===== config.mk =====
export PLATFORM = sky130hd
export DESIGN_NAME = dsn_front_flat
export DESIGN_NICKNAME = d
export VERILOG_FILES = /design/src/hdl/dsn_pkg.sv /design/src/hdl/dsn_req_if.sv /design/src/hdl/dsn_front.sv /design/src/flat_wrapper.sv
export SDC_FILE = /design/constraint.sdc
export NUM_CORES = 2
export LEC_CHECK = 0
export BUFFER_PORTS_ARGS = -buffer_cell sky130_fd_sc_hd__buf_4
export CELL_PAD_IN_SITES_DETAIL_PLACEMENT = 1
export CELL_PAD_IN_SITES_GLOBAL_PLACEMENT = 1
export CORE_UTILIZATION = 54
export DETAILED_ROUTE_END_ITERATION = 10
export PLACE_DENSITY = 0.86
export SETUP_SLACK_MARGIN = 0.2
export SLEW_MARGIN = 0
export SYNTH_ARGS = -nofsm -noshare
export SYNTH_HDL_FRONTEND = slang
export SYNTH_SLANG_ARGS = --single-unit

===== constraint.sdc =====
create_clock -name clock -period 22.2 [get_ports clock]
set_input_delay 2.22 -clock clock [delete_from_list [all_inputs] [get_ports clock]]
set_output_delay 2.22 -clock clock [all_outputs]
set_load 0.1 [all_outputs]

===== src/hdl/dsn_pkg.sv =====
`default_nettype none
package dsn_pkg;

   // Field widths of the request and response words.
   localparam int RATE_IN_W = 32;
   localparam int INDEX_W = 16;
   localparam int LENGTH_W = 17;
   localparam int OUT_BITS = 16;

   // Default phase accumulator width.
   localparam int PHASE_BITS_DEF = 32;

   // Interpolation widths: |rate_end - rate_start| * index fits 48 bits.
   localparam int QUO_W = 48;
   localparam int RATE_W = 50;
   localparam int CNT_W = 6;

   // Quarter-wave sine polynomial, Q30 coefficients.
   localparam logic [30:0] Q30_ONE = 31'd1073741824;
   localparam logic [30:0] K1 = 31'd1686629713;
   localparam logic [30:0] K3 = 31'd693598668;
   localparam logic [30:0] K5 = 31'd85569305;
   localparam logic [30:0] K7 = 31'd5026993;
   localparam logic [30:0] K9 = 31'd172272;

   // Output rounding.
   localparam int OUT_SH = 31 - OUT_BITS;
   localparam logic [31:0] OUT_HALF = 32'd1 << (OUT_SH - 1);
   localparam logic [31:0] OUT_MAX = (32'd1 << (OUT_BITS - 1)) - 32'd1;

   // Horner coefficient for steps one to four.
   function automatic logic [30:0] horner_coef(input logic [2:0] step);
      logic [30:0] k;
      case (step)
         3'd1: k = K7;
         3'd2: k = K5;
         3'd3: k = K3;
         3'd4: k = K1;
         default: k = K9;
      endcase
      return k;
   endfunction

   // Round a Q30 magnitude to the output format, clamp it and apply the sign.
   function automatic logic [OUT_BITS-1:0] to_out(input logic [30:0] q30, input logic neg);
      logic [31:0] v;
      v = ({1'b0, q30} + OUT_HALF) >> OUT_SH;
      if (v > OUT_MAX) begin
         v = OUT_MAX;
      end
      if (neg) begin
         v = 32'd0 - v;
      end
      return v[OUT_BITS-1:0];
   endfunction

endpackage
`default_nettype wire


===== src/hdl/dsn_req_if.sv =====
`default_nettype none
interface dsn_req_if;
   logic valid;
   logic ready;
   logic signed [dsn_pkg::RATE_IN_W-1:0] rate_start;
   logic signed [dsn_pkg::RATE_IN_W-1:0] rate_end;
   logic [dsn_pkg::INDEX_W-1:0] sample_index;
   logic [dsn_pkg::LENGTH_W-1:0] segment_length;

   modport source(output valid, output rate_start, output rate_end,
                  output sample_index, output segment_length, input ready);
   modport sink(input valid, input rate_start, input rate_end,
                input sample_index, input segment_length, output ready);
endinterface
`default_nettype wire


===== src/hdl/dsn_front.sv =====
`default_nettype none
module dsn_front (
   input  wire logic clock,
   input  wire logic reset,
   dsn_req_if.sink   req_chan,
   output logic      push_valid,
   input  wire logic push_ready,
   output logic [dsn_pkg::RATE_W-1:0] push_data
);

   typedef enum logic [3:0] {
      F_IDLE = 4'b0001,
      F_MUL  = 4'b0010,
      F_DIV  = 4'b0100,
      F_PUSH = 4'b1000
   } front_state_type;

   front_state_type state_ff, state_in;
   logic signed [dsn_pkg::RATE_IN_W-1:0] rs_ff, rs_in, re_ff, re_in;
   logic [dsn_pkg::INDEX_W-1:0] idx_ff, idx_in;
   logic [dsn_pkg::LENGTH_W-1:0] len_ff, len_in;
   logic dneg_ff, dneg_in;
   logic [dsn_pkg::QUO_W-1:0] quo_ff, quo_in;
   logic [dsn_pkg::LENGTH_W-1:0] rem_ff, rem_in;
   logic [dsn_pkg::CNT_W-1:0] cnt_ff, cnt_in;

   logic signed [dsn_pkg::RATE_IN_W:0] diff;
   logic [dsn_pkg::RATE_IN_W:0] dabs;
   logic [dsn_pkg::LENGTH_W:0] trial;
   logic [dsn_pkg::RATE_W-1:0] quo_signed;

   assign req_chan.ready = (state_ff == F_IDLE);
   assign push_valid = (state_ff == F_PUSH);

   // Signed difference of the segment end points and its magnitude.
   assign diff = {re_ff[dsn_pkg::RATE_IN_W-1], re_ff} - {rs_ff[dsn_pkg::RATE_IN_W-1], rs_ff};
   assign dabs = diff[dsn_pkg::RATE_IN_W] ? (~diff + 1'b1) : diff;

   // One restoring divide step.
   assign trial = {rem_ff, quo_ff[dsn_pkg::QUO_W-1]};

   // The interpolated rate: start plus the signed quotient.
   assign quo_signed = dneg_ff ? (dsn_pkg::RATE_W'(0) - dsn_pkg::RATE_W'(quo_ff))
                               : dsn_pkg::RATE_W'(quo_ff);
   assign push_data = dsn_pkg::RATE_W'(rs_ff) + quo_signed;

   // Sequencer: latch, multiply, divide bit by bit (skipped for a zero length), hand the rate on.
   always_comb begin
      state_in = state_ff;
      rs_in = rs_ff;
      re_in = re_ff;
      idx_in = idx_ff;
      len_in = len_ff;
      dneg_in = dneg_ff;
      quo_in = quo_ff;
      rem_in = rem_ff;
      cnt_in = cnt_ff;
      case (state_ff)
         F_IDLE: begin
            if (req_chan.valid) begin
               rs_in = req_chan.rate_start;
               re_in = req_chan.rate_end;
               idx_in = req_chan.sample_index;
               len_in = req_chan.segment_length;
               state_in = F_MUL;
            end
         end
         F_MUL: begin
            dneg_in = diff[dsn_pkg::RATE_IN_W];
            rem_in = '0;
            cnt_in = '0;
            if (len_ff == '0) begin
               quo_in = '0;
               state_in = F_PUSH;
            end else begin
               quo_in = dabs[dsn_pkg::RATE_IN_W-1:0] * idx_ff;
               state_in = F_DIV;
            end
         end
         F_DIV: begin
            if (trial >= {1'b0, len_ff}) begin
               rem_in = dsn_pkg::LENGTH_W'(trial - {1'b0, len_ff});
               quo_in = {quo_ff[dsn_pkg::QUO_W-2:0], 1'b1};
            end else begin
               rem_in = trial[dsn_pkg::LENGTH_W-1:0];
               quo_in = {quo_ff[dsn_pkg::QUO_W-2:0], 1'b0};
            end
            cnt_in = cnt_ff + 1'b1;
            if (cnt_ff == dsn_pkg::CNT_W'(dsn_pkg::QUO_W - 1)) begin
               state_in = F_PUSH;
            end
         end
         F_PUSH: begin
            if (push_ready) begin
               state_in = F_IDLE;
            end
         end
         default: state_in = F_IDLE;
      endcase
   end

   // Control state.
   always_ff @(posedge clock) begin
      if (reset) begin
         state_ff <= F_IDLE;
      end else begin
         state_ff <= state_in;
      end
   end

   // Datapath registers.
   always_ff @(posedge clock) begin
      rs_ff <= rs_in;
      re_ff <= re_in;
      idx_ff <= idx_in;
      len_ff <= len_in;
      dneg_ff <= dneg_in;
      quo_ff <= quo_in;
      rem_ff <= rem_in;
      cnt_ff <= cnt_in;
   end

endmodule
`default_nettype wire


===== src/flat_wrapper.sv =====
// flat-port wrapper written by rule: the top's interface ports become plain ports
module dsn_front_flat 
  (clock, reset, push_valid, push_ready, push_data, req_chan_valid, req_chan_rate_start, req_chan_rate_end, req_chan_sample_index, req_chan_segment_length, req_chan_ready);
  dsn_req_if req_chan_i ();
  input  wire logic clock;
  input  wire logic reset;
  output logic push_valid;
  input  wire logic push_ready;
  output logic [dsn_pkg::RATE_W-1:0] push_data;
  input wire logic [$bits(req_chan_i.valid)-1:0] req_chan_valid;
  input wire logic [$bits(req_chan_i.rate_start)-1:0] req_chan_rate_start;
  input wire logic [$bits(req_chan_i.rate_end)-1:0] req_chan_rate_end;
  input wire logic [$bits(req_chan_i.sample_index)-1:0] req_chan_sample_index;
  input wire logic [$bits(req_chan_i.segment_length)-1:0] req_chan_segment_length;
  output wire logic [$bits(req_chan_i.ready)-1:0] req_chan_ready;
  assign req_chan_i.valid = req_chan_valid;
  assign req_chan_i.rate_start = req_chan_rate_start;
  assign req_chan_i.rate_end = req_chan_rate_end;
  assign req_chan_i.sample_index = req_chan_sample_index;
  assign req_chan_i.segment_length = req_chan_segment_length;
  assign req_chan_ready = req_chan_i.ready;
  dsn_front u_core (.clock(clock), .reset(reset), .req_chan(req_chan_i), .push_valid(push_valid), .push_ready(push_ready), .push_data(push_data));
endmodule

==> flow_summary.json <==
{
  "worstHoldPathType": "reg -> reg",
  "drcViolationCount": 0,
  "ys_seq_area_frac": 0.1755,
  "rows": 85,
  "cp.depth": 33,
  "cp_slowest_stage_delay_ps": 1100,
  "cts_root_buf": "clkbuf_16",
  "nets": 4100,
  "first_iter_violations": 1591,
  "fin_crit_ps": 11910,
  "rr_endpoint": "u_core.quo_ff[32]$_DFFE_PP_",
  "finalCritPeriodShare": 0.5366,
  "wl_um": 98820,
  "crit_buf_inv": 4,
  "final_common_cell": "inv_1",
  "core_area_um2": 53810,
  "crit_slowest_cell": "o311ai_0",
  "startpoint": "u_core.re_ff[7]$_DFFE_PP_",
  "firstDrtPassIters": 5,
  "io_buffers": 152,
  "antenna_found_initial": 1,
  "cts_buffers": 17,
  "syn_inst": 3266,
  "synth_cell_types": 88,
  "r2r_cells": 33,
  "start_util": 0.5459,
  "place_hpwl_um": 76250,
  "fin_setup_tns_ps": 0,
  "drv_cap": 0,
  "cp.required_ps": 22350,
  "max-clock-path-buffers": 2,
  "synth_seq_cells": 173,
  "die_w_um": 235.3,
  "synth_edf_count": 169,
  "synthFlopType": "edfxtp_1",
  "fin_ws_ps": 10290,
  "avgSynthCellArea_um2": 8.996,
  "worstPathMaxFanout": 20,
  "synthesis.nets": 4009,
  "synth_warnings": 0,
  "grt_pass1_wl_um": 156900,
  "areaGrowthSynthToFinish_pct": 8.799,
  "rsz0062_at_grt": "false",
  "cts_resized": 0,
  "dp_worst_setup_slack_ps": 10880,
  "setup.worst_path.end": "u_core.quo_ff[32]$_DFFE_PP_",
  "clk_pin_slew_ps": 90,
  "ant_nets": 0,
  "grt_pass1_vias": 28340,
  "post_cts_buffers": 0,
  "grtUsageTotal": 0.3671,
  "cts_tree": "done",
  "vias": 24930,
  "grt_remaining_overflow": 0,
  "mostFrequentLayoutCells": "inv_1, nand2_1, fa_1",
  "arrival_ps": 12070,
  "syn-cell-area_um2": 29380,
  "finalClockSkew_ps": 25.49,
  "cts.sinks": 173,
  "hold_violations": 0,
  "crit_path_frequent_cell": "fa_1",
  "start_kind": "flip-flop",
  "path_delay_family": "compound AO/OA/AOI/OAI gates",
  "diodes": 0,
  "outcome": "completed",
  "critPathKind": "reg -> reg",
  "place_congestion": 0.9178,
  "die_y_um": 235.3,
  "slew_violations": 0,
  "viasPerCell": 6.131,
  "cts_hold_buf": 0,
  "grt_max_degree": 74,
  "setup_viol": 0,
  "layout-drive-gt1-share": 0.08427,
  "wire_per_inst_um": 24.30,
  "io_pins": 153,
  "reg2reg_slack_ps": 10290,
  "cts_max_level": 4,
  "worstMarginPinSlew_ps": 1310,
  "clock_latency_ps": 500,
  "ys_async_sr_fraction": 0,
  "slew_headroom": 0.1156,
  "crit_path_end_kind": "flip-flop",
  "reg2reg_from": "u_core.re_ff[7]$_DFFE_PP_",
  "dieArea_um2": 55340,
  "fmax_mhz": 83.95
}
cells by family (layout without fill, tap and decap cells):
| group | count (synthesis) | after routing | synth area share |
|---|---|---|---|
| simple gates | 1006 | 1006 | 0.1692 |
| buf+inv | 669 | 773 | 0.08581 |
| flops | 173 | 173 | 0.1755 |
| fa+ha+maj | 642 | 642 | 0.3810 |
| compound gates | 576 | 576 | 0.1282 |
| xor+xnor | 185 | 185 | 0.05515 |
| mux | 15 | 15 | 0.005153 |
worst min-delay path by stage:
stage,slack [ps],from,cells past startpoint,to
2_1_floorplan,560,u_core.quo_ff[20]$_DFFE_PP_,2,u_core.quo_ff[21]$_DFFE_PP_
3_3_place_gp,580,u_core.cnt_ff[0]$_SDFFCE_PN0P_,1,u_core.cnt_ff[0]$_SDFFCE_PN0P_
3_5_place_dp,590,u_core.quo_ff[11]$_DFFE_PP_,2,u_core.quo_ff[12]$_DFFE_PP_
4_1_cts,610,u_core.cnt_ff[0]$_SDFFCE_PN0P_,1,u_core.cnt_ff[0]$_SDFFCE_PN0P_
5_1_grt,640,u_core.cnt_ff[0]$_SDFFCE_PN0P_,1,u_core.cnt_ff[0]$_SDFFCE_PN0P_
6_report,610,u_core.cnt_ff[0]$_SDFFCE_PN0P_,1,u_core.cnt_ff[0]$_SDFFCE_PN0P_
layout make-up:
| class | count | area [um^2] |
|---|---|---|
| multi-input cells | 2424 | 21830 |
| well taps | 696 | 870.8 |
| clock inverters | 14 | 126.4 |
| flip-flops and latches | 173 | 5155 |
| clock buffers | 18 | 429.2 |
| inverters | 536 | 2014 |
| fillers | 6206 | 21850 |
| repair buffers | 205 | 1539 |
Yosys cell counts (67+ instances only):
library cell  count  share of area
clkbuf_1        125          0.016
o21ai_0         134          0.023
and2_1          210          0.045
nand2_1         423          0.054
a21o_1           67          0.017
ha_1            221          0.094
nor2_1          119          0.015
fa_1            421           0.29
a21oi_1         143          0.024
edfxtp_1        169           0.17
xnor2_1         140          0.042
inv_1           536          0.068
through the flow:
| step | area, um^2 | utilization | hold WS, ps | std cells |
|---|---|---|---|---|
| after floorplan | 29380 | - | 558.2 | 3266 |
| after global placement | 31400 | 0.5835 | 578.4 | 4034 |
| after detailed placement | 31410 | 0.5837 | 589.2 | 4034 |
| after CTS | 31960 | 0.5940 | 614.4 | 4066 |
| after global routing | 31960 | 0.5940 | 642.7 | 4066 |
| final | 31960 | 0.5940 | 610.0 | 4066 |
registers in the layout, summed over array words and instances, names as in the netlist:
register / cells
u_core.quo_ff: 48
u_core.re_ff: 32
u_core.rs_ff: 32
u_core.len_ff: 17
u_core.rem_ff: 17
u_core.idx_ff: 16
u_core.cnt_ff: 6
u_core.state_ff: 4
u_core.dneg_ff: 1
layer usage:
| layer | GRT usage | vias up | share of wire |
|---|---|---|---|
| li1 | - | 10850 | - |
| met1 | 0.4089 | 12770 | 0.36 |
| met2 | 0.6682 | 945 | 0.52 |
| met3 | 0.06473 | 356 | 0.058 |
| met4 | 0.1919 | 0 | 0.057 |
| met5 | 0 | - | 0 |
Power is left out: the tool's default activity adds up to more than one toggle a clock period on the data nets, which glitch-free logic cannot reach.
