===== config.mk =====
export PLATFORM = sky130hd
export DESIGN_NAME = dsn_back_flat
export DESIGN_NICKNAME = d
export VERILOG_FILES = /design/src/hdl/dsn_pkg.sv /design/src/hdl/dsn_rsp_if.sv /design/src/hdl/dsn_back.sv /design/src/flat_wrapper.sv
export SDC_FILE = /design/constraint.sdc
export NUM_CORES = 2
export LEC_CHECK = 0
export BUFFER_PORTS_ARGS = -buffer_cell sky130_fd_sc_hd__buf_2
export CORE_MARGIN = 2
export CORE_UTILIZATION = 40
export CTS_BUF_LIST = sky130_fd_sc_hd__clkbuf_16
export DETAILED_ROUTE_END_ITERATION = 7
export SYNTH_ARGS = -nofsm -noshare
export SYNTH_HDL_FRONTEND = slang
export SYNTH_SLANG_ARGS = --single-unit

===== constraint.sdc =====
create_clock -name clock -period 20.2 [get_ports clock]
set_input_delay 3.03 -clock clock [delete_from_list [all_inputs] [get_ports clock]]
set_output_delay 3.03 -clock clock [all_outputs]
set_load 0.02 [all_outputs]

===== src/hdl/dsn_pkg.sv =====
`default_nettype none
package dsn_pkg;

   // Field widths of the request and response words.
   localparam int RATE_IN_W = 32;
   localparam int INDEX_W = 16;
   localparam int LENGTH_W = 17;
   localparam int OUT_BITS = 16;

   // Default phase accumulator width.
   localparam int PHASE_BITS_DEF = 32;

   // Interpolation widths: |rate_end - rate_start| * index fits 48 bits.
   localparam int QUO_W = 48;
   localparam int RATE_W = 50;
   localparam int CNT_W = 6;

   // Quarter-wave sine polynomial, Q30 coefficients.
   localparam logic [30:0] Q30_ONE = 31'd1073741824;
   localparam logic [30:0] K1 = 31'd1686629713;
   localparam logic [30:0] K3 = 31'd693598668;
   localparam logic [30:0] K5 = 31'd85569305;
   localparam logic [30:0] K7 = 31'd5026993;
   localparam logic [30:0] K9 = 31'd172272;

   // Output rounding.
   localparam int OUT_SH = 31 - OUT_BITS;
   localparam logic [31:0] OUT_HALF = 32'd1 << (OUT_SH - 1);
   localparam logic [31:0] OUT_MAX = (32'd1 << (OUT_BITS - 1)) - 32'd1;

   // Horner coefficient for steps one to four.
   function automatic logic [30:0] horner_coef(input logic [2:0] step);
      logic [30:0] k;
      case (step)
         3'd1: k = K7;
         3'd2: k = K5;
         3'd3: k = K3;
         3'd4: k = K1;
         default: k = K9;
      endcase
      return k;
   endfunction

   // Round a Q30 magnitude to the output format, clamp it and apply the sign.
   function automatic logic [OUT_BITS-1:0] to_out(input logic [30:0] q30, input logic neg);
      logic [31:0] v;
      v = ({1'b0, q30} + OUT_HALF) >> OUT_SH;
      if (v > OUT_MAX) begin
         v = OUT_MAX;
      end
      if (neg) begin
         v = 32'd0 - v;
      end
      return v[OUT_BITS-1:0];
   endfunction

endpackage
`default_nettype wire


===== src/hdl/dsn_rsp_if.sv =====
`default_nettype none
interface dsn_rsp_if;
   logic valid;
   logic ready;
   logic signed [dsn_pkg::OUT_BITS-1:0] cos_out;
   logic signed [dsn_pkg::OUT_BITS-1:0] sin_out;

   modport source(output valid, output cos_out, output sin_out, input ready);
   modport sink(input valid, input cos_out, input sin_out, output ready);
endinterface
`default_nettype wire


===== src/hdl/dsn_back.sv =====
`default_nettype none
module dsn_back #(
   parameter int PHASE_BITS = dsn_pkg::PHASE_BITS_DEF
) (
   input  wire logic clock,
   input  wire logic reset,
   input  wire logic [31:0] gain,
   input  wire logic pop_valid,
   output logic      pop_ready,
   input  wire logic [dsn_pkg::RATE_W-1:0] pop_data,
   dsn_rsp_if.source rsp_chan
);

   localparam int RW = dsn_pkg::RATE_W;
   localparam logic [RW-1:0] LIM_NEG = RW'(1) << (PHASE_BITS - 1);
   localparam logic [RW-1:0] LIM_POS = LIM_NEG - RW'(1);

   typedef enum logic [5:0] {
      B_IDLE = 6'b000001,
      B_HI   = 6'b000010,
      B_LO   = 6'b000100,
      B_ACC  = 6'b001000,
      B_POLY = 6'b010000,
      B_DONE = 6'b100000
   } back_state_type;

   back_state_type state_ff, state_in;
   logic [PHASE_BITS-1:0] phase_ff, phase_in;
   logic neg_ff, neg_in;
   logic [RW-1:0] mag_ff, mag_in, hi_ff, hi_in, q_ff, q_in;
   logic [1:0] quad_ff, quad_in;
   logic sel_ff, sel_in;
   logic [2:0] step_ff, step_in;
   logic [30:0] x_ff, x_in, x2_ff, x2_in, acc_ff, acc_in, s_ff, s_in, c_ff, c_in;
   logic out_valid_ff, out_valid_in;
   logic [dsn_pkg::OUT_BITS-1:0] cos_ff, cos_in, sin_ff, sin_in;

   logic [31:0] ma, mb;
   logic [63:0] prod;
   logic [30:0] prod_q30;
   logic [RW-1:0] qsat, incw;
   logic [PHASE_BITS-1:0] phase_next;
   logic [31:0] u_next;
   logic out_free;

   assign pop_ready = (state_ff == B_IDLE);
   assign rsp_chan.valid = out_valid_ff;
   assign rsp_chan.cos_out = cos_ff;
   assign rsp_chan.sin_out = sin_ff;
   assign out_free = !out_valid_ff || rsp_chan.ready;

   // The one shared multiplier.
   assign prod = ma * mb;
   assign prod_q30 = prod[60:30];

   always_comb begin
      ma = '0;
      mb = '0;
      case (state_ff)
         B_HI: begin
            ma = 32'(mag_ff[RW-1:32]);
            mb = gain;
         end
         B_LO: begin
            ma = mag_ff[31:0];
            mb = gain;
         end
         B_POLY: begin
            if (step_ff == 3'd0) begin
               ma = {1'b0, x_ff};
               mb = {1'b0, x_ff};
            end else if (step_ff == 3'd5) begin
               ma = {1'b0, x_ff};
               mb = {1'b0, acc_ff};
            end else begin
               ma = {1'b0, x2_ff};
               mb = {1'b0, acc_ff};
            end
         end
         default: begin
            ma = '0;
            mb = '0;
         end
      endcase
   end

   // Saturated increment and the updated phase.
   assign qsat = neg_ff ? ((q_ff > LIM_NEG) ? LIM_NEG : q_ff)
                        : ((q_ff > LIM_POS) ? LIM_POS : q_ff);
   assign incw = neg_ff ? (RW'(0) - qsat) : qsat;
   assign phase_next = phase_ff + incw[PHASE_BITS-1:0];

   // Align the phase to 32 bits.
   generate
      if (PHASE_BITS >= 32) begin : g_wide
         assign u_next = phase_next[PHASE_BITS-1 -: 32];
      end else begin : g_narrow
         assign u_next = {phase_next, {(32 - PHASE_BITS){1'b0}}};
      end
   endgenerate

   // Sequencer: gain product, accumulate, two quarter-wave polynomials, output.
   always_comb begin
      state_in = state_ff;
      phase_in = phase_ff;
      neg_in = neg_ff;
      mag_in = mag_ff;
      hi_in = hi_ff;
      q_in = q_ff;
      quad_in = quad_ff;
      sel_in = sel_ff;
      step_in = step_ff;
      x_in = x_ff;
      x2_in = x2_ff;
      acc_in = acc_ff;
      s_in = s_ff;
      c_in = c_ff;
      cos_in = cos_ff;
      sin_in = sin_ff;
      out_valid_in = out_valid_ff && !rsp_chan.ready;
      case (state_ff)
         B_IDLE: begin
            if (pop_valid) begin
               neg_in = pop_data[RW-1];
               mag_in = pop_data[RW-1] ? (RW'(0) - pop_data) : pop_data;
               state_in = B_HI;
            end
         end
         B_HI: begin
            hi_in = prod[RW-1:0];
            state_in = B_LO;
         end
         B_LO: begin
            if (hi_ff[RW-1:32] != '0) begin
               q_in = LIM_NEG;
            end else begin
               q_in = (hi_ff << 16) + RW'(prod[63:16]);
            end
            state_in = B_ACC;
         end
         B_ACC: begin
            phase_in = phase_next;
            quad_in = u_next[31:30];
            x_in = {1'b0, u_next[29:0]};
            acc_in = dsn_pkg::K9;
            sel_in = 1'b0;
            step_in = 3'd0;
            state_in = B_POLY;
         end
         B_POLY: begin
            step_in = step_ff + 3'd1;
            if (step_ff == 3'd0) begin
               x2_in = prod_q30;
            end else if (step_ff == 3'd5) begin
               step_in = 3'd0;
               acc_in = dsn_pkg::K9;
               if (!sel_ff) begin
                  s_in = prod_q30;
                  sel_in = 1'b1;
                  x_in = dsn_pkg::Q30_ONE - x_ff;
               end else begin
                  c_in = prod_q30;
                  state_in = B_DONE;
               end
            end else begin
               acc_in = dsn_pkg::horner_coef(step_ff) - prod_q30;
            end
         end
         B_DONE: begin
            if (out_free) begin
               out_valid_in = 1'b1;
               case (quad_ff)
                  2'd0: begin
                     cos_in = dsn_pkg::to_out(c_ff, 1'b0);
                     sin_in = dsn_pkg::to_out(s_ff, 1'b0);
                  end
                  2'd1: begin
                     cos_in = dsn_pkg::to_out(s_ff, 1'b1);
                     sin_in = dsn_pkg::to_out(c_ff, 1'b0);
                  end
                  2'd2: begin
                     cos_in = dsn_pkg::to_out(c_ff, 1'b1);
                     sin_in = dsn_pkg::to_out(s_ff, 1'b1);
                  end
                  default: begin
                     cos_in = dsn_pkg::to_out(s_ff, 1'b0);
                     sin_in = dsn_pkg::to_out(c_ff, 1'b1);
                  end
               endcase
               state_in = B_IDLE;
            end
         end
         default: state_in = B_IDLE;
      endcase
   end

   // Control state and the phase accumulator.
   always_ff @(posedge clock) begin
      if (reset) begin
         state_ff <= B_IDLE;
         phase_ff <= '0;
         out_valid_ff <= 1'b0;
         step_ff <= 3'd0;
      end else begin
         state_ff <= state_in;
         phase_ff <= phase_in;
         out_valid_ff <= out_valid_in;
         step_ff <= step_in;
      end
   end

   // Datapath registers.
   always_ff @(posedge clock) begin
      neg_ff <= neg_in;
      mag_ff <= mag_in;
      hi_ff <= hi_in;
      q_ff <= q_in;
      quad_ff <= quad_in;
      sel_ff <= sel_in;
      x_ff <= x_in;
      x2_ff <= x2_in;
      acc_ff <= acc_in;
      s_ff <= s_in;
      c_ff <= c_in;
      cos_ff <= cos_in;
      sin_ff <= sin_in;
   end

   // The phase moves only in the accumulate step.
   a_phase_hold: assert property (@(posedge clock) disable iff (reset)
      (state_ff != B_ACC) |=> $stable(phase_ff))
      else $error("phase changed outside the accumulate step");

   // A new response word is loaded only from the output step.
   a_load_done: assert property (@(posedge clock) disable iff (reset)
      (out_valid_in && !(out_valid_ff && !rsp_chan.ready)) |-> (state_ff == B_DONE))
      else $error("response loaded outside the output step");

   // The polynomial step count stays within one Horner pass.
   a_step_range: assert property (@(posedge clock) disable iff (reset)
      step_ff <= 3'd5)
      else $error("polynomial step out of range");

endmodule
`default_nettype wire


===== src/flat_wrapper.sv =====
// flat-port wrapper written by rule: the top's interface ports become plain ports
module dsn_back_flat 
#(
   parameter int PHASE_BITS = dsn_pkg::PHASE_BITS_DEF
)
  (clock, reset, gain, pop_valid, pop_ready, pop_data, rsp_chan_valid, rsp_chan_cos_out, rsp_chan_sin_out, rsp_chan_ready);
  dsn_rsp_if rsp_chan_i ();
  input  wire logic clock;
  input  wire logic reset;
  input  wire logic [31:0] gain;
  input  wire logic pop_valid;
  output logic pop_ready;
  input  wire logic [dsn_pkg::RATE_W-1:0] pop_data;
  output wire logic [$bits(rsp_chan_i.valid)-1:0] rsp_chan_valid;
  output wire logic [$bits(rsp_chan_i.cos_out)-1:0] rsp_chan_cos_out;
  output wire logic [$bits(rsp_chan_i.sin_out)-1:0] rsp_chan_sin_out;
  input wire logic [$bits(rsp_chan_i.ready)-1:0] rsp_chan_ready;
  assign rsp_chan_valid = rsp_chan_i.valid;
  assign rsp_chan_cos_out = rsp_chan_i.cos_out;
  assign rsp_chan_sin_out = rsp_chan_i.sin_out;
  assign rsp_chan_i.ready = rsp_chan_ready;
  dsn_back #(.PHASE_BITS(PHASE_BITS)) u_core (.clock(clock), .reset(reset), .gain(gain), .pop_valid(pop_valid), .pop_ready(pop_ready), .pop_data(pop_data), .rsp_chan(rsp_chan_i));
endmodule

==> impl_metrics.yaml <==
grt:
  antenna_found_initial: 14
  grt_max_degree: 106
  grt_usage_pct: 27.80
  grt_pass1_wl_um: 292200
  grt_pass1_vias: 45610
  grt.overflow.total: 0
critical_path:
  r2r_start: "u_core.step_ff[2]"
  critical-path-max-stage-delay_ps: 710
  cpMaxStageDelayCell: "a221oi_2"
  reg2reg_to: "u_core.acc_ff[29]"
  cp.arrival_ps: 15480
  crit_fanout: 23
  start_kind: "register"
  crit_start: "u_core.step_ff[2]"
  crit_type: "reg2reg"
  path_common_cell: "fa_1"
  r2r_cells: 45
  worstSetupEndpoint: "u_core.acc_ff[29]"
  setup.worst_path.end_class: "register"
  r2r_slack_ps: 5010
  required_ps: 20490
sta:
  max_freq_ghz: 0.06582
  tightest_slew_ps: 1523
  final.setup_skew_ps: 34.78
  final_max_slew_viol_count: 10
  setup_ws_ps: 5008
  layout_min_cycle_time_ps: 15190
  slew_headroom_pct: -2.182
  fin_crit_sh_pct: 75.21
  finalSetupViolations: 0
  rsz0062_at_grt: "false"
  totalNegativeSetupSlack_ps: 0
  finalHoldWorstSlack_ps: 462.2
  hold_viol_final: 0
detailed_routing:
  drt_wl_total_um: 195600
  viasPerCell: 5.619
  dr.pass1.iters: 8
  drc: 0
  first_iter_violations: 4046
  via_count: 45150
  wl_per_cell_um: 24.34
  ant_nets: 0
yosys:
  syn_inst: 6214
  yosysMostFrequentCell: "inv_1"
  synth.largest_area_cell: "fa_1"
  synth_top_flop_cell: "edfxtp_1"
  async_flop_share_pct: 0
  yosys-top-cells-count: "inv_1 (1053), nand2_1 (942), fa_1 (898)"
  yosys_warnings: 0
  synth_top_area_share_pct: 32.55
  ys_seq_area_share_pct: 18.54
  yosys-top-cells-area: "fa_1 (33%), edfxtp_1 (17%), ha_1 (8.2%)"
  netlist_area_mm2: 0.05523
  synth_edf_count: 313
  ys_ff_latch: 355
  syn_avg_cell_area_um2: 8.888
  syn_nets: 7562
  synth_cell_type_count: 83
clock_network:
  cts-root-buf: "clkbuf_16"
  cts_tree: "done"
  numCtsBuffers: 39
  cts_setup_buffers: 0
  clk_latency_ps: 600
  cts_hold_buf: 0
  cts.sinks: 355
  ctsResizeCount: 0
  clk_pin_slew_ps: 60
  htree_levels: 2
  clk_path_buf_depth: 3
layout:
  drive_above_1_share_pct: 6.532
  regArea_mm2: 0.01024
  multiInputGateArea_mm2: 0.04017
  syn2layout_area_growth_pct: 7.809
  fillers: 13450
  fin_nets: 7552
  final_util_pct: 43.36
floorplan:
  ioPinCount: 120
  die_w_um: 375.6
  die_area_mm2: 0.1411
  fp-row-count: 136
  core_area_mm2: 0.1373
  initial_utilization_pct: 40.22
  die-height_um: 375.6
run_status:
  violations: "max-capacitance violations, max-slew violations"
  status: "complete, but fails checks"
placed_design:
  place_ws_ps: 5244
  dp_hpwl_um: 158700
  portBuffers: 119
  gp_congestion: 1.041
pwr:
  powerDensity_mw_per_mm2: 45.72
  vdd_ir_drop_max_mv: 0.07158
  finalPower_mw: 2.722
  p_leak_nw: 26.77
run:
  maxCapViolations: 1
worst_hold_path:
  hold_class: "reg2reg"
area by class of cell:
class / count / area share (%)
Antenna cell: 10 / 0.04203
Clock buffer: 39 / 1.639
Clock inverter: 29 / 0.6031
Inverter: 1057 / 6.663
Multi-Input combinational cell: 4505 / 67.46
Sequential cell: 355 / 17.20
Tap cell: 1794 / 3.770
Timing Repair Buffer: 246 / 2.622
cells in the final DEF, fill, tap and decap left out, drive strengths merged, types with 66 or more instances in the layout:
cell type	Yosys	routed
inv	1054	1060
xor2	89	89
nand2	942	942
nand3	70	70
buf	17	246
fa	898	898
edfxtp	313	313
xnor2	159	159
o21a	66	66
nor2	683	683
ha	364	364
a21o	86	86
a21oi	249	249
o21ai	208	208
kinds of logic (layout without fill, tap and decap cells):
group           count (synthesis)  in the layout  share of synthesized area (%)
compound gates                883            883                          10.30
fa+ha+maj                    1262           1262                          40.79
flops                         355            355                          18.54
xor+xnor                      248            248                          3.933
other cells                     1             11                       0.006790
mux                            65             65                          1.414
buf+inv                      1354           1371                          9.229
simple gates                 2046           2046                          15.79
layer usage:
metal	global-route usage [%]	wire length (µm)	vias to the layer above
li1	-	-	19810
met1	37.14	79690	22770
met2	42.79	85570	2093
met3	6.647	19600	463
met4	12.68	10630	12
met5	0	94	-
where the power goes:
| part | leakage (nW) | internal (mW) | switching, mW |
|---|---|---|---|
| clock network | 0.664 | 0.454 | 0.330 |
| registers | 3.22 | 0.882 | 0.0588 |
| logic | 22.9 | 0.267 | 0.731 |
| total | 26.8 | 1.60 | 1.12 |
state kept, by name, summed over array words and instances (netlist names):
signal / cells
u_core.acc_ff: 31
u_core.c_ff: 17
u_core.hi_ff: 50
u_core.mag_ff: 50
u_core.neg_ff: 1
u_core.phase_ff: 32
u_core.q_ff: 50
u_core.quad_ff: 2
u_core.rsp_chan.cos_out: 16
u_core.rsp_chan.sin_out: 16
u_core.rsp_chan.valid: 1
u_core.s_ff: 17
u_core.sel_ff: 1
u_core.state_ff: 6
u_core.step_ff: 3
u_core.x2_ff: 31
u_core.x_ff: 31
how the worst min path moves through the flow:
stage,startpoint,cells past startpoint,endpoint
finish,u_core.phase_ff[23],2,u_core.phase_ff[23]
global route,u_core.phase_ff[21],2,u_core.phase_ff[21]
CTS,u_core.phase_ff[11],2,u_core.phase_ff[11]
detailed placement,u_core.phase_ff[14],2,u_core.phase_ff[14]
global placement,u_core.phase_ff[20],2,u_core.phase_ff[20]
floorplan,u_core.phase_ff[0],2,u_core.phase_ff[0]
critical path, delay by kind of cell, from the launching register on:
family                   cells  cell delay, ps
multiplexers                 1             160
AND/OR/NAND/NOR             11            3020
AO/OA/AOI/OAI               13            4810
flip-flops                   1             580
adder cells (fa/ha/maj)     10            4440
XOR/XNOR                     2             400
buffers and inverters        8            1420
stage by stage:
step	cell area [µm²]	instances
finish	59540	8035
global route	59530	8030
CTS	59520	8025
detailed placement	58180	7957
global placement	58180	7957
floorplan	55230	6214
Power figures use the tool's default switching activity.
