[src/hdl/dsn_pkg.sv]
`default_nettype none
package dsn_pkg;

   // Field widths of the request and response words.
   localparam int RATE_IN_W = 32;
   localparam int INDEX_W = 16;
   localparam int LENGTH_W = 17;
   localparam int OUT_BITS = 16;

   // Default phase accumulator width.
   localparam int PHASE_BITS_DEF = 32;

   // Interpolation widths: |rate_end - rate_start| * index fits 48 bits.
   localparam int QUO_W = 48;
   localparam int RATE_W = 50;
   localparam int CNT_W = 6;

   // Quarter-wave sine polynomial, Q30 coefficients.
   localparam logic [30:0] Q30_ONE = 31'd1073741824;
   localparam logic [30:0] K1 = 31'd1686629713;
   localparam logic [30:0] K3 = 31'd693598668;
   localparam logic [30:0] K5 = 31'd85569305;
   localparam logic [30:0] K7 = 31'd5026993;
   localparam logic [30:0] K9 = 31'd172272;

   // Output rounding.
   localparam int OUT_SH = 31 - OUT_BITS;
   localparam logic [31:0] OUT_HALF = 32'd1 << (OUT_SH - 1);
   localparam logic [31:0] OUT_MAX = (32'd1 << (OUT_BITS - 1)) - 32'd1;

   // Horner coefficient for steps one to four.
   function automatic logic [30:0] horner_coef(input logic [2:0] step);
      logic [30:0] k;
      case (step)
         3'd1: k = K7;
         3'd2: k = K5;
         3'd3: k = K3;
         3'd4: k = K1;
         default: k = K9;
      endcase
      return k;
   endfunction

   // Round a Q30 magnitude to the output format, clamp it and apply the sign.
   function automatic logic [OUT_BITS-1:0] to_out(input logic [30:0] q30, input logic neg);
      logic [31:0] v;
      v = ({1'b0, q30} + OUT_HALF) >> OUT_SH;
      if (v > OUT_MAX) begin
         v = OUT_MAX;
      end
      if (neg) begin
         v = 32'd0 - v;
      end
      return v[OUT_BITS-1:0];
   endfunction

endpackage
`default_nettype wire

[src/hdl/dsn_queue.sv]
`default_nettype none
module dsn_queue (
   input  wire logic clock,
   input  wire logic reset,
   input  wire logic push_valid,
   output logic      push_ready,
   input  wire logic [dsn_pkg::RATE_W-1:0] push_data,
   output logic      pop_valid,
   input  wire logic pop_ready,
   output logic [dsn_pkg::RATE_W-1:0] pop_data
);

   logic [dsn_pkg::RATE_W-1:0] entry_ff [2];
   logic wr_ptr_ff, rd_ptr_ff;
   logic [1:0] count_ff;
   logic do_push, do_pop;

   assign push_ready = (count_ff != 2'd2);
   assign pop_valid = (count_ff != 2'd0);
   assign pop_data = entry_ff[rd_ptr_ff];
   assign do_push = push_valid && push_ready;
   assign do_pop = pop_valid && pop_ready;

   // Two-entry queue of rates between the front and back.
   always_ff @(posedge clock) begin
      if (reset) begin
         wr_ptr_ff <= 1'b0;
         rd_ptr_ff <= 1'b0;
         count_ff <= 2'd0;
      end else begin
         if (do_push) begin
            wr_ptr_ff <= ~wr_ptr_ff;
         end
         if (do_pop) begin
            rd_ptr_ff <= ~rd_ptr_ff;
         end
         count_ff <= count_ff + {1'b0, do_push} - {1'b0, do_pop};
      end
   end

   always_ff @(posedge clock) begin
      if (do_push) begin
         entry_ff[wr_ptr_ff] <= push_data;
      end
   end

endmodule
`default_nettype wire

[config.mk]
export PLATFORM = sky130hd
export DESIGN_NAME = dsn_queue
export DESIGN_NICKNAME = d
export VERILOG_FILES = /design/src/hdl/dsn_pkg.sv /design/src/hdl/dsn_queue.sv
export SDC_FILE = /design/constraint.sdc
export NUM_CORES = 1
export LEC_CHECK = 0
export BUFFER_PORTS_ARGS = -buffer_cell sky130_fd_sc_hd__buf_2
export CAP_MARGIN = 20
export CORE_ASPECT_RATIO = 0.8
export CORE_MARGIN = 10
export CORE_UTILIZATION = 52
export CTS_CLUSTER_DIAMETER = 200
export DETAILED_ROUTE_END_ITERATION = 16
export PLACE_DENSITY_LB_ADDON = 0.1
export SETUP_SLACK_MARGIN = 0.4
export SYNTH_ARGS = -nofsm -noshare
export SYNTH_HDL_FRONTEND = slang
export SYNTH_SLANG_ARGS = --single-unit
[constraint.sdc]
create_clock -name clock -period 3.7 [get_ports clock]
set_clock_uncertainty 0.05 [all_clocks]
set_input_delay 0.37 -clock clock [delete_from_list [all_inputs] [get_ports clock]]
set_output_delay 0.37 -clock clock [all_outputs]
set_load 0.02 [all_outputs]
==> results.sh, run 1 <==
export IMPL_outcome="complete, no violations"
export IMPL_max_cap_violations=0
export IMPL_yosys_warnings=0
export IMPL_crit_arrival_ps=1880
export IMPL_grt_pass1_vias=2059
export IMPL_total_power_mw=3.154
export IMPL_synth_avg_cell_area_um2=22.79
export IMPL_slew_viol_final=0
export IMPL_htree_num_levels=3
export IMPL_period_share=0.6224
export IMPL_hold_path_class="input pin to flip-flop"
export IMPL_drt_pass1_iter_count=4
export IMPL_insertion_delay_ps=340
export IMPL_clockBufferDepth=2
export IMPL_cts_buffers=9
export IMPL_die_h_um=99.45
export IMPL_ys_seq_area_frac=0.7563
export IMPL_num_rows=28
export IMPL_diodes=0
export IMPL_post_cts_setup_buffers=0
export IMPL_fin_tns_setup_ps=0
export IMPL_nFillCells=545
export IMPL_start_util=0.5447
export IMPL_place_congestion=0.7252
export IMPL_vias_per_cell=4.727
export IMPL_io_pins=106
export IMPL_tritoncts="yes"
export IMPL_syn_nets=236
export IMPL_crit_path_end_kind="primary output"
export IMPL_rsz0062_at_grt="false"
export IMPL_required_ps=3280
export IMPL_power_density_nw_per_um2=650.7
export IMPL_tightestPinTransition_ps=948.9
export IMPL_slew_headroom=0.3674
export IMPL_hold_viol_final=0
export IMPL_clock_sinks=105
export IMPL_start_kind="flip-flop"
export IMPL_ir_drop_v=0.0006517
export IMPL_core_um2=7532
export IMPL_detail_route_antenna_nets=0
export IMPL_antenna_found_initial=0
export IMPL_dieArea_um2=11860
export IMPL_routed_wirelength_mm=7.105
export IMPL_grt_use_total=0.1206
export IMPL_fmax_mhz=434.2
export IMPL_netlist_instances=180
export IMPL_port_buffers=105
export IMPL_holdBufCountCts=0
export IMPL_ys_ff_latch=105
export IMPL_grt_max_degree=51
export IMPL_path_max_fanout=50
export IMPL_mostFrequentLayoutCell="buf_2"
export IMPL_yosysUniqueCellTypes=16
export IMPL_drtIter0Drc=111
export IMPL_cts_resized_gates=0
export IMPL_nNetsFinal=349
export IMPL_routedWlPerCell_um=17.63
export IMPL_clk_pin_slew_ps=90
export IMPL_die_x_um=119.3
export IMPL_synthesis_area_um2=4103
export IMPL_min_period_ps=2303
export IMPL_grt_ovfl_total=0
export IMPL_drcViolationCount=0
export IMPL_grt_pass1_wl_mm=11.10
export IMPL_syn2layout_area_growth_pct=18.15
export IMPL_dp_hpwl_mm=5.103
export IMPL_layout_common_cells="buf_2 (105), edfxtp_1 (100), mux2_4 (51)"
export IMPL_setup_violations=0
export IMPL_critical_path_class="flip-flop to primary output"
export IMPL_vias=1905
export IMPL_root_buffer="clkbuf_8"
export IMPL_power_leakage_nw=1.911
export IMPL_drive_gt1_frac=0.6007
==> state kept, by name, indices dropped and copies added, names as in the netlist, named ones only <==
name	cells
rd_ptr_ff	1
wr_ptr_ff	1
count_ff	2
entry_ff	100
==> worst max-delay path: stages (launching register included) <==
cell and delay (ps):
dfxtp_4 950, mux2_4 360, buf_2 160
==> report_power, final <==
part | leakage (nW) | internal, mW | switching, mW
clock network | 0.0753 | 0.243 | 0.338
registers | 0.976 | 1.49 | 0.142
logic | 0.859 | 0.464 | 0.472
total | 1.91 | 2.20 | 0.953
==> cell type report <==
cell class | count | area [µm²] | area share
well taps | 105 | 131.4 | 0.02710
repair buffers | 108 | 548.0 | 0.1131
clock inverters | 5 | 32.53 | 0.006711
clock buffers | 11 | 131.4 | 0.02710
flip-flops and latches | 105 | 3107 | 0.6409
inverters | 1 | 3.754 | 0.0007744
multi-input cells | 68 | 893.4 | 0.1843
==> stage by stage <==
| stage | cell area, µm² | util | setup slack [ps] | hold slack (ps) | cells |
|---|---|---|---|---|---|
| floorplan | 4103 | - | 451.5 | 391.6 | 180 |
| global placement | 4683 | 0.6218 | 1666 | 445.1 | 387 |
| detailed placement | 4683 | 0.6218 | 1663 | 475.1 | 387 |
| CTS | 4847 | 0.6435 | 1352 | 139.2 | 403 |
| global route | 4847 | 0.6435 | 1274 | 118.7 | 403 |
| finish | 4847 | 0.6435 | 1397 | 158.7 | 403 |
==> cell usage after synthesis <==
library cell  instances  share of area
o21a_2                1         0.0021
buf_12                5          0.024
ha_1                  2         0.0061
edfxtp_1            100           0.73
nor2_1                5         0.0046
buf_6                 1         0.0027
nand2b_2              1         0.0021
nor2b_1               2         0.0030
inv_1                 1        0.00091
mux2_4               51           0.19
dfxtp_1               5          0.024
xor2_1                1         0.0021
xnor2_1               2         0.0043
and3_1                1         0.0015
nand2_2               1         0.0015
or2_1                 1         0.0015
==> kinds of logic after synthesis <==
family | count (synthesis) | synth area share
AO/OA/AOI/OAI | 1 | 0.002135
multiplexers | 51 | 0.1866
adder cells (fa/ha/maj) | 2 | 0.006098
buffers and inverters | 7 | 0.02806
XOR/XNOR | 3 | 0.006406
flip-flops | 105 | 0.7563
AND/OR/NAND/NOR | 11 | 0.01434
==> per-layer routing <==
layer / part of all wire / vias to the layer above / GRT usage
met5: 0 / - / 0
met4: 0.0049 / 0 / 0.03333
met3: 0.084 / 4 / 0.05480
met2: 0.48 / 80 / 0.1890
met1: 0.43 / 902 / 0.1486
li1: - / 919 / -
==> path summary, 6_finish.rpt <==
path	from	to	slack [ps]	cells past startpoint
min	push_data[33]	entry_ff[0][33]	160	1
min reg2reg	rd_ptr_ff	flip-flop	490	2
max	flip-flop	pop_data[22]	1400	2
max reg2reg	count_ff[0]	entry_ff[0][13]	1700	4
(Power assumes the default switching activity.)
==> inputs of run 2 (changes only) <==
==> constraint.sdc (replaced) <==
create_clock -name clock -period 2.4 [get_ports clock]
set_clock_uncertainty 0.05 [all_clocks]
set_input_delay 0.24 -clock clock [delete_from_list [all_inputs] [get_ports clock]]
set_output_delay 0.24 -clock clock [all_outputs]
set_load 0.02 [all_outputs]
==> results.sh, run 2 (synthesized netlist as in run 1, its figures left out) <==
export IMPL_insertion_delay_ps=340
export IMPL_ir_drop_v=0.0005968
export IMPL_die_h_um=99.45
export IMPL_largest_registers="entry_ff x100, count_ff x2"
export IMPL_clockBufferDepth=2
export IMPL_regMostFlops="entry_ff"
export IMPL_dieArea_um2=11860
export IMPL_holdBufCountCts=0
export IMPL_die_x_um=119.3
export IMPL_grt_max_degree=29
export IMPL_period_share=0.7708
export IMPL_critical_path_buf_inv_count=2
export IMPL_power_leakage_nw=1.962
export IMPL_grt_pass1_wl_mm=10.84
export IMPL_drive_gt1_frac=0.6073
export IMPL_worstSetupPathDepth=3
export IMPL_design_area_um2=4937
export IMPL_reg2reg_slack_ps=770
export IMPL_grt_ovfl_total=0
export IMPL_cp_slowest_stage_delay_ps=510
export IMPL_hold_viol_final=0
export IMPL_routed_wirelength_mm=7.077
export IMPL_path_max_fanout=12
export IMPL_clk_pin_slew_ps=90
export IMPL_setup_violations=0
export IMPL_num_rows=28
export IMPL_htree_num_levels=3
export IMPL_total_power_mw=5.041
export IMPL_detail_route_antenna_nets=0
export IMPL_io_pins=106
export IMPL_min_to="entry_ff[1][40]"
export IMPL_drcViolationCount=0
export IMPL_hold_ws_ps=26.71
export IMPL_power_density_nw_per_um2=1021
export IMPL_clock_sinks=105
export IMPL_grt_use_total=0.1186
export IMPL_fin_tns_setup_ps=0
export IMPL_cp_slowest_cell="dfxtp_4"
export IMPL_r2r_start="count_ff[0]"
export IMPL_crit_path_end_kind="primary output"
export IMPL_hold_path_class="input pin to flip-flop"
export IMPL_rsz0062_at_grt="false"
export IMPL_crit_chain="buf_6, mux2_4, buf_2"
export IMPL_fmax_mhz=540.6
export IMPL_outcome="complete, no violations"
export IMPL_placed_area_um2=4738
export IMPL_cts_buffers=9
export IMPL_layout_common_cells="buf_2 (105), edfxtp_1 (100), mux2_4 (51)"
export IMPL_antenna_found_initial=0
export IMPL_reg2reg_depth=8
export IMPL_vias=1952
export IMPL_slew_viol_final=0
export IMPL_syn2layout_area_growth_pct=20.34
export IMPL_mostFrequentLayoutCell="buf_2"
export IMPL_start_util=0.5447
export IMPL_critical_path_class="flip-flop to primary output"
export IMPL_nFillCells=544
export IMPL_drt_pass1_iter_count=4
export IMPL_vias_per_cell=4.784
export IMPL_core_um2=7532
export IMPL_diodes=0
export IMPL_drtIter0Drc=69
export IMPL_slew_headroom=0.7418
export IMPL_hp_start="push_data[40]"
export IMPL_nNetsFinal=354
export IMPL_critical_path_top_delay_family="flip-flops"
export IMPL_dp_hpwl_mm=5.164
export IMPL_tightestPinTransition_ps=387.3
export IMPL_tritoncts="yes"
export IMPL_max_cap_violations=0
export IMPL_routedWlPerCell_um=17.35
export IMPL_crit_arrival_ps=1560
export IMPL_r2r_end="count_ff[1]"
export IMPL_min_period_ps=1850
export IMPL_required_ps=2110
export IMPL_root_buffer="clkbuf_8"
export IMPL_port_buffers=105
export IMPL_start_kind="flip-flop"
export IMPL_largest_reg_flops=100
export IMPL_grt_pass1_vias=2118
export IMPL_place_congestion=0.6976
export IMPL_hold_path_cell_count=1
## run 2: cell count changes in the layout (fill, tap and decap cells not counted), sizes merged
cell / previous run / this run
clkinv: 2 / 3
clkinvlp: 3 / 1
bufinv: 0 / 1
buf: 108 / 113
## run 2: area by class of cell
| class | count | area [µm²] | share of cell area |
|---|---|---|---|
| Clock buffer | 11 | 131.4 | 0.02661 |
| Multi-Input combinational cell | 68 | 893.4 | 0.1809 |
| Tap cell | 105 | 131.4 | 0.02661 |
| Inverter | 1 | 3.754 | 0.0007603 |
| Sequential cell | 105 | 3107 | 0.6292 |
| Clock inverter | 5 | 56.30 | 0.01140 |
| Timing Repair Buffer | 113 | 614.3 | 0.1244 |
## run 2: metal layers
layer / track usage / vias to the layer above / wire length [µm]
li1: - / 934 / -
met5: 0 / - / 0
met1: 0.1372 / 946 / 2949
met2: 0.1966 / 63 / 3554
met4: 0.04722 / 0 / 78
met3: 0.04520 / 9 / 495
## run 2: what timing repair did
item                       4_1_cts  5_1_grt
setup endpoints to repair        6        0
gates resized for setup          0        0
buffers inserted                 1        0
## run 2: power by group
group	leakage [nW]	internal [mW]	switching [mW]
sequential	0.976	2.30	0.109
combinational	0.893	0.761	0.858
clock	0.0933	0.481	0.529
total	1.96	3.55	1.50
## run 2: worst max path at each step
| stage | from | endpoint | slack [ps] |
|---|---|---|---|
| floorplan | count_ff[0] | entry_ff[0][0] | 540 |
| global placement | flip-flop | pop_data[10] | 780 |
| detailed placement | flip-flop | pop_data[38] | 760 |
| CTS | flip-flop | pop_data[34] | 520 |
| global route | flip-flop | pop_data[47] | 460 |
| finish | flip-flop | pop_data[34] | 550 |
## run 2: per-stage QoR
step / cells / util / setup slack [ps]
finish: 408 / 0.6555 / 550.1
global route: 408 / 0.6555 / 461.7
CTS: 408 / 0.6555 / 524.2
detailed placement: 391 / 0.6291 / 762.3
global placement: 391 / 0.6291 / 777.9
floorplan: 180 / - / 542.1
==> inputs of run 3 (changes only) <==
==> constraint.sdc (replaced) <==
create_clock -name clock -period 1.8 [get_ports clock]
set_clock_uncertainty 0.05 [all_clocks]
set_input_delay 0.18 -clock clock [delete_from_list [all_inputs] [get_ports clock]]
set_output_delay 0.18 -clock clock [all_outputs]
set_load 0.02 [all_outputs]
==> results.sh, run 3 (synthesized netlist as in run 1, its figures left out) <==
export IMPL_pwr_share_clk=0.186
export IMPL_vias=2194
export IMPL_power_leakage_nw=2.296
export IMPL_drive_gt1_frac=0.5583
export IMPL_nNetsFinal=421
export IMPL_crit_arrival_ps=1440
export IMPL_tritoncts="yes"
export IMPL_p_switching_mw=2.127
export IMPL_drcViolationCount=0
export IMPL_dieArea_um2=11860
export IMPL_io_pins=106
export IMPL_r2r_end="entry_ff[0][10]"
export IMPL_largest_registers="entry_ff x100, count_ff x2"
export IMPL_total_power_mw=7.238
export IMPL_start_util=0.5447
export IMPL_clk_pin_slew_ps=90
export IMPL_antenna_found_initial=0
export IMPL_cts_buffers=9
export IMPL_vias_per_cell=4.629
export IMPL_path_max_fanout=12
export IMPL_crit_path_end_kind="primary output"
export IMPL_place_congestion=0.7087
export IMPL_port_buffers=105
export IMPL_start_kind="flip-flop"
export IMPL_post_place_ws_ps=240.4
export IMPL_clock_sinks=105
export IMPL_power_density_nw_per_um2=1258
export IMPL_num_rows=28
export IMPL_max_cap_violations=0
export IMPL_die_h_um=99.45
export IMPL_dp_hpwl_mm=5.045
export IMPL_layout_cells_non_filler=474
export IMPL_hold_path_class="input pin to flip-flop"
export IMPL_reg2reg_slack_ps=300
export IMPL_htree_num_levels=3
export IMPL_drtIter0Drc=51
export IMPL_min_period_ps=1669
export IMPL_final_util=0.7640
export IMPL_setup_violations=0
export IMPL_dp_cells=392
export IMPL_hold_viol_final=0
export IMPL_hold_ws_ps=208.1
export IMPL_rsz0062_at_grt="true"
export IMPL_grt_pass1_vias=2432
export IMPL_fin_tns_setup_ps=0
export IMPL_ir_drop_v=0.0008633
export IMPL_min_to="rd_ptr_ff"
export IMPL_diodes=0
export IMPL_fmax_mhz=599.1
export IMPL_drt_pass1_iter_count=4
export IMPL_critical_path_class="flip-flop to primary output"
export IMPL_design_area_um2=5754
export IMPL_clockBufferDepth=2
export IMPL_routedWlPerCell_um=16.81
export IMPL_reg2reg_depth=6
export IMPL_syn2layout_area_growth_pct=40.26
export IMPL_period_share=0.9273
export IMPL_placed_area_um2=4796
export IMPL_seqPwrFrac=0.443
export IMPL_p_int_mw=5.111
export IMPL_regMostFlops="entry_ff"
export IMPL_hold_path_cell_count=4
export IMPL_detail_route_antenna_nets=0
export IMPL_fin_ws_ps=130.8
export IMPL_slew_viol_final=0
export IMPL_root_buffer="clkbuf_8"
export IMPL_r2r_start="count_ff[0]"
export IMPL_die_x_um=119.3
export IMPL_insertion_delay_ps=350
export IMPL_core_um2=7532
export IMPL_grt_max_degree=33
export IMPL_slew_headroom=0.8742
export IMPL_tightestPinTransition_ps=187.4
export IMPL_mostFrequentLayoutCell="buf_2"
export IMPL_grt_use_total=0.1330
export IMPL_required_ps=1570
export IMPL_routed_wirelength_mm=7.970
export IMPL_combPwrFrac=0.371
export IMPL_hp_start="pop_ready"
export IMPL_netSwitchingFraction=0.2939
export IMPL_outcome="complete, no violations"
export IMPL_grt_ovfl_total=0
export IMPL_grt_pass1_wl_mm=12.50
export IMPL_largest_reg_flops=100
export IMPL_layout_common_cells="buf_2 (102), edfxtp_1 (100), mux2_4 (51), dlygate4sd3_1 (51), buf_4 (10)"
-- run 3: cell types whose count changed in the layout (fill, tap and decap cells not counted), moves of 3 or more --
cell | before | now
buf_2 | 105 | 102
buf_4 | 5 | 10
dlygate4sd3_1 | 0 | 51
buf_12 | 2 | 6
buf_6 | 1 | 7
-- run 3: timing repair --
action,4_1_cts,5_1_grt
cloned,0,3
hold buffers,51,0
hold endpoints to repair,104,0
pin swaps,7,6
resized for setup,12,11
setup endpoints to repair,120,108
buffers inserted,8,5
-- run 3: power groups by stage --
| stage | clock, mW | combinational (mW) | sequential (mW) |
|---|---|---|---|
| finish | 1.34 | 2.69 | 3.21 |
| global placement | 0 | 2.25 | 3.26 |
| floorplan | 0 | 1.73 | 3.21 |
| global route | 1.48 | 2.86 | 3.25 |
| detailed placement | 0 | 2.26 | 3.28 |
| CTS | 1.40 | 2.53 | 3.21 |
-- run 3: worst max-delay path by stage --
stage	end	slack, ps	cells past startpoint
floorplan	entry_ff[0][0]	8	3
global placement	count_ff[1]	260	7
detailed placement	count_ff[1]	240	7
CTS	pop_data[28]	100	3
global route	pop_data[30]	70	3
finish	pop_data[28]	130	3
-- run 3: critical path, cell delays in order, from the launching register on --
cell     delay (ps)
dfxtp_4         440
buf_12          180
mux2_4          310
buf_2           160
-- run 3: layer usage --
layer | GRT usage | part of all wire
met3 | 0.06497 | 0.085
met2 | 0.2225 | 0.51
met4 | 0.03333 | 0.0045
met5 | 0 | 0
met1 | 0.1504 | 0.40
-- run 3: area by class of cell --
| cell class | instances | area [µm²] |
|---|---|---|
| fillers | 457 | 1778 |
| clock inverters | 5 | 57.56 |
| inverters | 1 | 3.754 |
| well taps | 105 | 131.4 |
| multi-input cells | 68 | 944.7 |
| flip-flops and latches | 105 | 3114 |
| clock buffers | 10 | 127.6 |
| repair buffers | 180 | 1375 |
